File: src/design/lzw_ram.sv
`timescale 1ns / 1ps
`default_nettype none
// ----------------------------------------------------------------------------
// lzw_ram
// Generic single-write, single-read RAM with registered read data.
// ----------------------------------------------------------------------------
module lzw_ram #(
	parameter int unsigned WIDTH = 8,
	parameter int unsigned DEPTH = 16,
	localparam int unsigned AW = (DEPTH > 1) ? $clog2(DEPTH) : 1
) (
	input  wire logic             clk,
	input  wire logic             we,
	input  wire logic [AW-1:0]    waddr,
	input  wire logic [WIDTH-1:0] wdata,
	input  wire logic [AW-1:0]    raddr,
	output logic      [WIDTH-1:0] rdata
);

	logic [WIDTH-1:0] mem_q [DEPTH];

	always_ff @(posedge clk) begin
		if (we) begin
			mem_q[waddr] <= wdata;
		end
		rdata <= mem_q[raddr];
	end

endmodule

`default_nettype wire

File: config.mk
export PLATFORM = sky130hd
export DESIGN_NAME = lzw_ram
export DESIGN_NICKNAME = d
export VERILOG_FILES = /design/src/design/lzw_ram.sv
export SDC_FILE = /design/constraint.sdc
export NUM_CORES = 1
export LEC_CHECK = 0
export BUFFER_PORTS_ARGS = -buffer_cell sky130_fd_sc_hd__buf_2
export CORE_ASPECT_RATIO = 0.6
export CORE_MARGIN = 10
export CORE_UTILIZATION = 50
export DETAILED_ROUTE_END_ITERATION = 8
export PLACE_DENSITY_LB_ADDON = 0.2
export SLEW_MARGIN = 20
export SYNTH_ARGS = -nofsm -noshare
export SYNTH_HDL_FRONTEND = slang
export SYNTH_SLANG_ARGS = --single-unit
File: constraint.sdc
create_clock -name clk -period 2.9 [get_ports clk]
set_clock_uncertainty 0.15 [all_clocks]
set_input_delay 0.58 -clock clk [delete_from_list [all_inputs] [get_ports clk]]
set_output_delay 0.58 -clock clk [all_outputs]
set_load 0.02 [all_outputs]
==> flow_summary.json <==
{
  "syn_inst": 229,
  "drive_gt1_share_pct": 31.4,
  "fin_cells": 431,
  "insertion_delay_ns": 0.41,
  "clockBufferDepth": 2,
  "setup_tns_ns": 0,
  "numCtsBuffers": 17,
  "r2r-start": "mem_q[8][0]",
  "route.detailed.drc": 0,
  "antennaDiodeCount": 0,
  "clkSlewWorstSetupHoldPaths_ns": 0.05,
  "utilization_pct": 61.8,
  "synthesis.nets": 247,
  "p_leak_nw": 2.11,
  "r2r.worst_path.cells": 3,
  "crit_arrival_ns": 1.81,
  "final_area_sq_um": 6150,
  "cts.hold.buffers_added": 0,
  "min_path_cells": 1,
  "synth_area_sq_um": 5150,
  "peakVddDrop_mv": 0.436,
  "post_cts_resize_count": 0,
  "tightest_slew_ns": 0.793,
  "viasPerCell": 5.77,
  "worst-path-max-fanout": 5,
  "num-fill-cells": 716,
  "max_slew_margin_pct": 47.0,
  "dp.cells": 399,
  "htreeDepth": 4,
  "grt.overflow.total": 0,
  "maxCapViolCount": 0,
  "drt_iter0_drc": 186,
  "die_y_microns": 98.6,
  "vias": 2486,
  "r2r_slack_ns": 1.36,
  "cp_data_required_time_ns": 2.87,
  "power.density_nw_per_um2": 755,
  "criticalPathCategory": "primary input to flop",
  "drv_slew": 0,
  "area_growth_pct": 19.5,
  "ant_nets": 0,
  "die_w_microns": 151,
  "worstHoldEndpoint": "mem_q[1][3]",
  "layout_commonest_cell": "edfxtp_1",
  "grt_pass1_vias": 2527,
  "fmaxAchievable_mhz": 544,
  "firstDrtPassIters": 4,
  "die-area_sq_um": 14900,
  "ys_types": 19,
  "rr_endpoint": "rdata[0]",
  "critPathCaptureType": "flop",
  "dpl_cell_area_sq_um": 5530,
  "io_buffers": 25,
  "cts_tree": "done",
  "rsz0062_at_grt": "false",
  "min_from": "wdata[3]",
  "dp_hpwl_microns": 6570,
  "start_util_pct": 51.7,
  "syn_avg_cell_area_sq_um": 22.5,
  "outcome": "completed",
  "post_cts_buffers": 0,
  "place.gp.congestion": 0.801,
  "fin_crit_sh_pct": 63.4,
  "finalWirelength_microns": 10400,
  "hold_viol": 0,
  "grt_max_degree": 33,
  "num_io_pins": 26,
  "num_rows": 28,
  "antenna_found_initial": 0,
  "track_usage_pct": 14.7,
  "period_needed_ns": 1.84,
  "nNetsFinal": 301,
  "ys_warn_count": 0,
  "grt_pass1_wl_microns": 15700,
  "wire_per_inst_microns": 24.1,
  "crit_path_start_kind": "primary input",
  "root_buffer": "clkbuf_16",
  "numClockSinks": 136,
  "setup_viol": 0,
  "ys_ff_latch": 136,
  "final_cell_mix": "128 x edfxtp_1, 25 x buf_2, 18 x mux4_2, 18 x buf_4, 17 x clkbuf_16",
  "seq_area_frac_synth_pct": 77.8,
  "coreArea_sq_um": 9950,
  "hold_class": "primary input to flop"
}
## how the worst max path moves through the flow
stage	start	end	slack (ns)	cells after the start
6_report	waddr[2]	mem_q[3][1]	1.06	4
3_3_place_gp	waddr[2]	mem_q[3][1]	0.70	4
2_1_floorplan	waddr[2]	mem_q[0][0]	0.68	2
4_1_cts	waddr[2]	mem_q[3][1]	1.07	4
5_1_grt	waddr[2]	mem_q[3][1]	1.00	4
3_5_place_dp	waddr[2]	mem_q[3][7]	0.66	4
## Yosys cell counts
cell type / n / area [sq um]
nand2_1: 9 / 33.8
nand2b_1: 2 / 12.5
nor2b_1: 1 / 6.26
mux4_2: 18 / 405
buf_6: 3 / 33.8
mux4_1: 14 / 368
edfxtp_1: 128 / 3840
a22oi_1: 16 / 120
and2b_1: 1 / 7.51
buf_2: 3 / 15.0
buf_4: 1 / 7.51
nand3_1: 1 / 5.00
dfxtp_1: 8 / 160
clkdlybuf4s25_2: 3 / 30.0
and2_1: 1 / 6.26
or3b_2: 1 / 8.76
nand3b_1: 2 / 15.0
nor2_1: 13 / 48.8
nor3_1: 4 / 20.0
## worst max-delay path, stage by stage
cell    delay, ns
buf_2        0.12
or3b_2       0.51
nor2_1       0.38
buf_4        0.22
## metal layers
| metal | track usage, % | wire [microns] | up-vias |
|---|---|---|---|
| met3 | 5.43 | 768 | 4 |
| met4 | 3.54 | 30 | 0 |
| met5 | 0 | 0 | - |
| li1 | - | - | 1083 |
| met1 | 20.9 | 4850 | 1317 |
| met2 | 21.0 | 4750 | 82 |
## through the flow
step | total power, mW | setup slack [ns] | hold slack, ns
floorplan | 2.38 | 0.677 | 0.479
detailed placement | 2.47 | 0.662 | 0.517
finish | 4.64 | 1.06 | 0.415
global placement | 2.47 | 0.704 | 0.501
global route | 4.81 | 1.00 | 0.415
CTS | 4.69 | 1.07 | 0.405
## layout make-up
class / instances / area, sq um / share of cell area, %
sequential: 136 / 4000 / 65.1
multi-input combinational: 83 / 1060 / 17.2
clock buffer: 25 / 505 / 8.22
timing repair buffer: 45 / 300 / 4.88
tap: 135 / 169 / 2.75
clock inverter: 7 / 115 / 1.87
## kinds of logic (layout without fill, tap and decap cells)
family                 Yosys count  count (layout)  synth area share (%)
buffers and inverters           10              77                  1.68
AND/OR/NAND/NOR                 35              35                  3.18
flip-flops                     136             136                  77.8
multiplexers                    32              32                  15.0
AO/OA/AOI/OAI                   16              16                  2.33
## flip-flops by register name (all words and copies together) (netlist names)
register / cells
rdata: 8
mem_q: 128
## where the power goes
group	internal, mW	switching [mW]	total, mW
Sequential	2.20	0.0126	2.21
Combinational	0.0887	0.132	0.221
Clock	1.47	0.746	2.21
Total	3.75	0.891	4.64
Note: power is estimated with default switching activity, not from simulation.
