## src/design/lzw_pkg.sv

```systemverilog
`timescale 1ns / 1ps
`default_nettype none
// ----------------------------------------------------------------------------
// lzw_pkg
// Shared types and constants of the sliding-window encoder.
// ----------------------------------------------------------------------------
package lzw_pkg;

	localparam int unsigned WINDOW_DEF    = 2048;
	localparam int unsigned MAX_MATCH_DEF = 18;
	localparam int unsigned OFF_W         = 12;
	localparam int unsigned LEN_W         = 5;

	typedef struct packed {
		logic [7:0] data_byte;
		logic       stream_end;
	} lzw_in_t;

	typedef struct packed {
		logic [OFF_W-1:0] match_offset;
		logic [LEN_W-1:0] match_length;
		logic [7:0]       next_byte;
		logic             last_token;
	} lzw_out_t;

	typedef struct packed {
		logic shift;
		logic capture;
	} lzw_cell_ctrl_t;

endpackage

`default_nettype wire

```

## src/design/lzw_cell.sv

```systemverilog
`timescale 1ns / 1ps
`default_nettype none
// ----------------------------------------------------------------------------
// lzw_cell
// One compare cell: holds a byte of the candidate string, passes it to its
// lower neighbor on each shift and registers its match against the lookahead.
// ----------------------------------------------------------------------------
module lzw_cell import lzw_pkg::*; (
	input  wire logic           clk,
	input  wire lzw_cell_ctrl_t ctrl,
	input  wire logic           entry,
	input  wire logic [7:0]     feed_byte,
	input  wire logic [7:0]     nb_byte,
	input  wire logic [7:0]     la_byte,
	output logic      [7:0]     held_byte,
	output logic                match_hit
);

	always_ff @(posedge clk) begin
		if (ctrl.shift) begin
			held_byte <= entry ? feed_byte : nb_byte;
		end
		if (ctrl.capture) begin
			match_hit <= (held_byte == la_byte);
		end
	end

endmodule

`default_nettype wire

```

## config.mk

```make
export PLATFORM = sky130hd
export DESIGN_NAME = lzw_cell
export DESIGN_NICKNAME = d
export VERILOG_FILES = /design/src/design/lzw_pkg.sv /design/src/design/lzw_cell.sv
export SDC_FILE = /design/constraint.sdc
export NUM_CORES = 1
export LEC_CHECK = 0
export BUFFER_PORTS_ARGS = -buffer_cell sky130_fd_sc_hd__buf_2
export CAP_MARGIN = 20
export CORE_AREA = 4 4 42 44
export CTS_BUF_LIST = sky130_fd_sc_hd__clkbuf_2
export CTS_CLUSTER_SIZE = 25
export DETAILED_ROUTE_END_ITERATION = 6
export DIE_AREA = 0 0 46 48
export GPL_TIMING_DRIVEN = 0
export PLACE_DENSITY_LB_ADDON = 0.12
export SLEW_MARGIN = 20
export SYNTH_ARGS = -nofsm -noshare
export SYNTH_HDL_FRONTEND = slang
export SYNTH_SLANG_ARGS = --single-unit
export TNS_END_PERCENT = 10
```

## constraint.sdc

```tcl
create_clock -name clk -period 1.65 [get_ports clk]
set_input_delay 0.0825 -clock clk [delete_from_list [all_inputs] [get_ports clk]]
set_output_delay 0.0825 -clock clk [all_outputs]
set_load 0.05 [all_outputs]
```

==> results of run 1 <==
-- Yosys cell counts, drive strengths merged --
cell / instances
buf: 1
nand4: 2
xnor2: 8
mux2: 8
nor2: 1
edfxtp: 9
-- final timing paths --
path | from | slack, ns | to
worst max-delay path | held_byte[4]$_DFFE_PP_ | 0.68 | held_byte[4]
worst min-delay path | ctrl[0] | 0.04 | match_hit$_DFFE_PP_
worst max register to register | held_byte[4]$_DFFE_PP_ | 0.72 | match_hit$_DFFE_PP_
worst min register to register | held_byte[6]$_DFFE_PP_ | 0.69 | match_hit$_DFFE_PP_
-- cell usage in the layout (no fill, tap or decap) --
cell type / instances
buf_2: 35
buf_6: 1
clkbuf_2: 4
edfxtp_1: 9
mux2_4: 8
nand4_1: 2
nor2_1: 1
xnor2_1: 8
-- registers in the layout, summed over array words and instances, names as in the netlist --
| signal | flops |
|---|---|
| match_hit | 1 |
| held_byte | 8 |
-- final cells by class --
type                    instances  area, sq um
multi-input cells              19        206.4
well taps                      16        20.02
plain buffers                   1        11.26
fillers                       144        733.2
clock buffers                   4        20.02
repair buffers                 35        175.2
flip-flops and latches          9        270.3
-- power by group through the flow --
stage	Clock [W]	Sequential (W)	Combinational, W
floorplan	0	0.000360	0.0000558
global placement	0	0.000292	0.000180
detailed placement	0	0.000292	0.000181
CTS	0.000139	0.000287	0.000182
global route	0.000150	0.000289	0.000191
finish	0.000133	0.000286	0.000179
-- metrics by stage --
stage	cells	worst slack [ns]	hold WS, ns
floorplan	29	0.4604	0.1950
global placement	80	0.7307	0.2817
detailed placement	80	0.7127	0.2840
CTS	84	0.6658	0.02670
global route	84	0.6259	0.01730
finish	84	0.6845	0.04199
-- cell families after synthesis --
kind of cell           after synthesis  share of synthesized area, %
AND/OR/NAND/NOR                      3                         3.332
buffers and inverters                1                         2.308
XOR/XNOR                             8                         14.36
flip-flops                           9                         55.38
multiplexers                         8                         24.62
-- routing by layer --
layer,part of all wire [%],global-route usage [%],up-vias,wire length [um]
met4,0,8.523,0,0
li1,-,-,185,-
met1,37,8.696,153,329
met3,14,3.008,0,120
met2,49,12.64,27,434
met5,0,0,-,0
==> impl_metrics.ini, run 1 <==
[route]
dr.pass1.iters = 2
drc = 0
drt-total-wl_um = 884
ant_nets = 0
viasPerCell = 4.345
drt_iter0_markers = 2
vias = 365
wl_per_cell_um = 10.52

[critical_path]
cp.required_ns = 1.57
path_cells = buf_2
start_kind = flop
path_class = flop to output pin
arrival_ns = 0.88
crit_cells = 1
cp-end-kind = output pin
path_buf_inv = 1
r2r_cells = 3
max_stage_delay_ns = 0.42
slowest_stage = edfxtp_1
cp_max_fo = 2
cp_top_family = flip-flops

[sta]
setup_viol = 0
finalSetupTns_ns = 0
timing.fmax_mhz = 1036
finalCritPeriodShare_pct = 58.51
timing.slew.headroom_pct = 83.27
tightest_slew_ns = 0.2526
slew_violations = 0
hold_viol = 0
fin_crit_ns = 0.9655
grt_setup_unrepaired = no
skew_ns = 0.002426

[placement]
gp_congestion = 0.6531
port_buffers = 35
placed_area_sq_um = 683.2

[power_and_ir_drop]
seqPwrFrac_pct = 47.9
switching_share_pct = 30.39
irDropWorstVdd_mv = 0.3271
p_sw_w = 0.0001819
p_comb_share_pct = 30.0
power.internal_w = 0.0004166
p_leak_nw = 0.3342
p_per_area_nw_per_um2 = 851.2
clkPwrFrac_pct = 22.2
design_power_total_w = 0.0005985

[global_routing]
antenna_found_initial = 0
grt_max_degree = 9
track_usage_pct = 8.340
grt_pass1_wl_um = 1214
grt_pass1_vias = 308
overflow = 0

[die]
pin_count = 37
initial_core_util_pct = 33.97
dieArea_sq_um = 2208
die-width_um = 46
num_rows = 14
die_y_um = 48
coreArea_sq_um = 1436

[synth]
syn-instance-count = 29
synth.yosys.seq_area_share_pct = 55.38
syn-cell-area_sq_um = 488.0
yosysWarnings = 0
synth_top_area_share_pct = 55.38
synth_area_leader_cell = edfxtp_1
yosysUniqueCellTypes = 6
yosys-top-cells-area = edfxtp_1, mux2_4, xnor2_1, nand4_1, buf_6
syn_avg_cell_area_sq_um = 16.83
ys_ff_latch = 9
synth_fp_nets = 57

[clock_tree]
postCtsSetupBuffers = 0
cts_sinks = 9
ctsHtreeMaxLevel = 1
clk_pin_slew_ns = 0.08
cts_buffers = 3
clockRootBuffer = clkbuf_2
cts_buffer_depth = 2
cts_resized = 0
clk-insertion-delay-late_ns = 0.23
holdBufCountCts = 0
cts_tree = built

[finish]
diodes = 0
drive_gt1_share_pct = 70.59
nets = 97
design_area_sq_um = 703.2
final_util_pct = 48.95
areaGrowthSynthToFinish_pct = 44.10

[job]
max_cap_violations = 0

[worst_hold_path]
hp-class = input pin to flop
min_delay_path_depth = 1

[run_status]
status = finished, final reports clean
Power figures use the tool's default switching activity.
==> inputs of run 2 (changes only) <==
clock period = 1 ns   (was 1.65 ns; I/O delays follow)
==> run 2 against run 1 <==
Net effect:
- sequential power up 65%
- non-clock buffer count rose by 1
- clock power rose by 65%
- sequential share of layout area decreased by 0.54 points
- highest routed layer unchanged
==> impl_metrics.ini, run 2 (synthesized netlist as in run 1, its figures left out) <==
[die]
dieArea_sq_um = 2208
num_rows = 14
coreArea_sq_um = 1436
pin_count = 37
die_y_um = 48
die-width_um = 46
initial_core_util_pct = 33.97

[sta]
finalCritPeriodShare_pct = 93.36
hold_viol = 0
timing.fmax_mhz = 1071
grt_setup_unrepaired = no
setup_ws_ns = 0.06645
skew_ns = 0.002426
fin_crit_ns = 0.9336
tightest_slew_ns = 0.2526
finalSetupTns_ns = 0
timing.slew.headroom_pct = 83.27
slew_violations = 0
setup_viol = 0

[finish]
drive_gt1_share_pct = 69.57
nets = 98
top_register = held_byte
ff_latch_area_sq_um = 270.3
final_cell_mix = buf_2, edfxtp_1, mux2_4, xnor2_1, clkbuf_2
largest_reg_flops = 8
design_area_sq_um = 713.2
multiInputGateArea_sq_um = 206.4
layout_commonest_cell = buf_2
top_regs = held_byte x8, match_hit x1
areaGrowthSynthToFinish_pct = 46.15
fin_cells = 85
fillers = 142
diodes = 0

[global_routing]
grt_pass1_vias = 311
track_usage_pct = 8.340
grt_pass1_wl_um = 1214
antenna_found_initial = 0
grt_max_degree = 9
overflow = 0

[clock_tree]
clk_pin_slew_ns = 0.08
cts_tree = built
clockRootBuffer = clkbuf_2
ctsHtreeMaxLevel = 1
clk-insertion-delay-late_ns = 0.23
cts_resized = 0
cts_sinks = 9
cts_buffers = 3
cts_buffer_depth = 2

[placement]
placed_area_sq_um = 683.2
pre_cts_slack_ns = 0.06268
port_buffers = 35
place_inst = 80
gp_congestion = 0.6531

[power_and_ir_drop]
irDropWorstVdd_mv = 0.5400
p_leak_nw = 0.3383
p_per_area_nw_per_um2 = 1389
switching_share_pct = 30.35
p_comb_share_pct = 30.2
clkPwrFrac_pct = 22.1
seqPwrFrac_pct = 47.7
power.internal_w = 0.0006900
p_sw_w = 0.0003006

[route]
wl_per_cell_um = 10.44
drc = 0
dr.pass1.iters = 2
vias = 369
drt_iter0_markers = 2
ant_nets = 0
drt-total-wl_um = 887
viasPerCell = 4.341

[worst_hold_path]
hp-class = input pin to flop

[critical_path]
cp.required_ns = 1.00
cp_max_fo = 2
start_kind = flop
arrival_ns = 0.93
path_class = flop to flop
cp-end-kind = flop

[job]
max_cap_violations = 0

[run_status]
status = finished, final reports clean
-- run 2: timing repair --
action	in CTS	in global routing
hold endpoints to repair	1	0
hold buffers	1	0
buffers inserted	0	0
-- run 2: worst max-delay path: stages (launching register included) --
cell      delay [ns]
edfxtp_1        0.42
xnor2_1         0.15
nand4_1         0.09
nor2_1          0.05
-- run 2: final timing paths --
path	from	to	slack, ns	cells after the start
min reg2reg	held_byte[6]$_DFFE_PP_	match_hit$_DFFE_PP_	0.69	3
min	nb_byte[5]	held_byte[5]$_DFFE_PP_	0.11	2
max	held_byte[4]$_DFFE_PP_	match_hit$_DFFE_PP_	0.07	3
max reg2reg	held_byte[4]$_DFFE_PP_	match_hit$_DFFE_PP_	0.07	3
-- run 2: area by class of cell --
class | count | share of cell area [%]
Buffer | 1 | 1.579
Clock buffer | 4 | 2.807
Multi-Input combinational cell | 19 | 28.95
Sequential cell | 9 | 37.89
Tap cell | 16 | 2.807
Timing Repair Buffer | 36 | 25.96
-- run 2: per-stage QoR --
stage	util (%)	hold slack (ns)	power [W]
finish	49.65	0.1111	0.0009906
global route	49.65	0.09282	0.001043
CTS	49.65	0.09538	0.001006
detailed placement	47.56	0.2515	0.0007818
global placement	47.56	0.2492	0.0007786
floorplan	-	0.1625	0.0006853
-- run 2: power by group through the flow --
stage          combinational [W]  clock [W]  sequential [W]
6_report                0.000299   0.000219        0.000473
5_1_grt                 0.000319   0.000248        0.000477
4_1_cts                 0.000303   0.000229        0.000474
3_5_place_dp            0.000299          0        0.000482
3_3_place_gp            0.000297          0        0.000482
2_1_floorplan          0.0000921          0        0.000593
-- run 2: metal layers --
| layer | global-route usage (%) | routed length, um | vias to the layer above |
|---|---|---|---|
| met5 | 0 | 0 | - |
| met4 | 8.523 | 0 | 0 |
| met3 | 3.008 | 130 | 0 |
| met2 | 12.64 | 434 | 27 |
| met1 | 8.696 | 321 | 155 |
| li1 | - | - | 187 |
==> inputs of run 3 (changes only) <==
clock period = 0.9 ns   (was 1 ns; I/O delays follow)
==> run 3 against run 2 <==
Net effect:
- the run now ends with negative setup slack left
- wire length rose by 2.1%
- sequential power rose by 12%
- die area did not move
- clock-buffer cell count unchanged
- total power grew 15%
- sequential share of layout area is 1.8 points lower
- critical path depth unchanged
- design area grew 4.9%
- fmax fell by 1.1%
- largest cell class unchanged
==> impl_metrics.ini, run 3 (synthesized netlist as in run 1, its figures left out) <==
[power_and_ir_drop]
irDropWorstVdd_mv = 0.6063
design_power_total_w = 0.001135
p_per_area_nw_per_um2 = 1517
p_leak_nw = 0.3503

[worst_hold_path]
min_to = held_byte[5]$_DFFE_PP_
hp-class = input pin to flop
min_delay_path_depth = 2
worstHoldStart = nb_byte[5]

[sta]
tightest_slew_ns = 0.2468
finalCritPeriodShare_pct = 104.9
setup_viol = 3
grt_setup_unrepaired = yes
timing.slew.headroom_pct = 83.66
skew_ns = 0.002401
hold_viol = 0
fin_crit_ns = 0.9444
timing.fmax_mhz = 1059
slew_violations = 0
setup_ws_ns = -0.04439

[finish]
design_area_sq_um = 748.2
diodes = 0
fillers = 133
final_cell_mix = buf_2, edfxtp_1, mux2_4, xnor2_1, buf_6
nets = 98
ff_latch_area_sq_um = 270.3
layout_commonest_cell = buf_2
final_util_pct = 52.09
multiInputGateArea_sq_um = 206.4
largest_reg_flops = 8
areaGrowthSynthToFinish_pct = 53.33
top_regs = held_byte x8, match_hit x1
top_register = held_byte
drive_gt1_share_pct = 69.57

[critical_path]
r2r_cells = 3
cp_max_fo = 2
slowest_stage = edfxtp_1
rrSetupSlack_ns = -0.04
max_stage_delay_ns = 0.42
start_kind = flop
cp-end-kind = flop
rr_startpoint = held_byte[4]$_DFFE_PP_
r2r-end = match_hit$_DFFE_PP_
arrival_ns = 0.94
path_cells = xnor2_1 -> nand4_1 -> nor2_1
path_class = flop to flop
cp.required_ns = 0.90

[placement]
placed_area_sq_um = 683.2
pre_cts_slack_ns = -0.03732
gp_congestion = 0.6531
port_buffers = 35

[clock_tree]
cts_tree = built
cts_buffer_depth = 2
ctsHtreeMaxLevel = 1
clk_pin_slew_ns = 0.08
clk-insertion-delay-late_ns = 0.23
clockRootBuffer = clkbuf_2
cts_sinks = 9
postCtsSetupBuffers = 0
cts_buffers = 3

[die]
die-width_um = 46
pin_count = 37
initial_core_util_pct = 33.97
num_rows = 14
coreArea_sq_um = 1436
die_y_um = 48
dieArea_sq_um = 2208

[route]
vias = 375
viasPerCell = 4.412
drt-total-wl_um = 906
wl_per_cell_um = 10.66
dr.pass1.iters = 2
ant_nets = 0
drt_iter0_markers = 2
drc = 0

[global_routing]
grt_max_degree = 9
grt_pass1_vias = 312
overflow = 0
grt_pass1_wl_um = 1214
track_usage_pct = 8.340
antenna_found_initial = 0

[run_status]
failed_checks = negative setup slack
status = complete, but fails checks

[job]
max_cap_violations = 0
[run 3: cell count changes in the layout (fill, tap and decap cells not counted)]
| cell | delta |
|---|---|
| buf_2 | -8 |
| buf_4 | +4 |
| buf_6 | +4 |
[run 3: how the worst max path moves through the flow]
stage                            from                  end
6_report       held_byte[4]$_DFFE_PP_  match_hit$_DFFE_PP_
5_1_grt        held_byte[4]$_DFFE_PP_  match_hit$_DFFE_PP_
2_1_floorplan  held_byte[3]$_DFFE_PP_  match_hit$_DFFE_PP_
3_5_place_dp   held_byte[4]$_DFFE_PP_  match_hit$_DFFE_PP_
4_1_cts        held_byte[4]$_DFFE_PP_  match_hit$_DFFE_PP_
3_3_place_gp   held_byte[3]$_DFFE_PP_  match_hit$_DFFE_PP_
[run 3: stage by stage]
step | hold slack (ns) | TNS (ns) | cells
after floorplan | 0.1575 | -0.2896 | 29
after global placement | 0.2442 | -0.01928 | 80
after detailed placement | 0.2465 | -0.03732 | 80
after CTS | 0.09038 | -0.1606 | 85
after global routing | 0.08782 | -0.3817 | 85
final | 0.1061 | -0.06009 | 85
[run 3: what timing repair did]
item / CTS / global route
pin swaps: 3 / 3
hold buffers: 1 / 0
endpoints found under the hold margin: 1 / 0
resized for setup: 9 / 3
endpoints found under the setup margin: 9 / 10
[run 3: metal layers]
layer	track usage, %	wire (um)	vias up
li1	-	-	187
met1	8.696	323	161
met2	12.64	444	27
met3	3.008	139	0
met4	8.523	0	0
met5	0	0	-
[run 3: report_power, final]
part | total (W) | internal [W] | switching [W]
Combinational | 0.000361 | 0.000173 | 0.000188
Sequential | 0.000531 | 0.000504 | 0.0000261
Clock | 0.000243 | 0.000118 | 0.000125
Total | 0.00114 | 0.000796 | 0.000339
[run 3: worst max-delay path: cells and delay by family, from the launching register on]
family	cells	cell delay, ns
flops	1	0.42
simple gates	2	0.14
xor+xnor	1	0.15
[run 3: cell type report]
class / count / share of cell area, %
clock buffer: 4 / 2.676
buffer: 1 / 1.505
multi-input combinational: 19 / 27.59
tap: 16 / 2.676
sequential: 9 / 36.12
timing repair buffer: 36 / 29.43
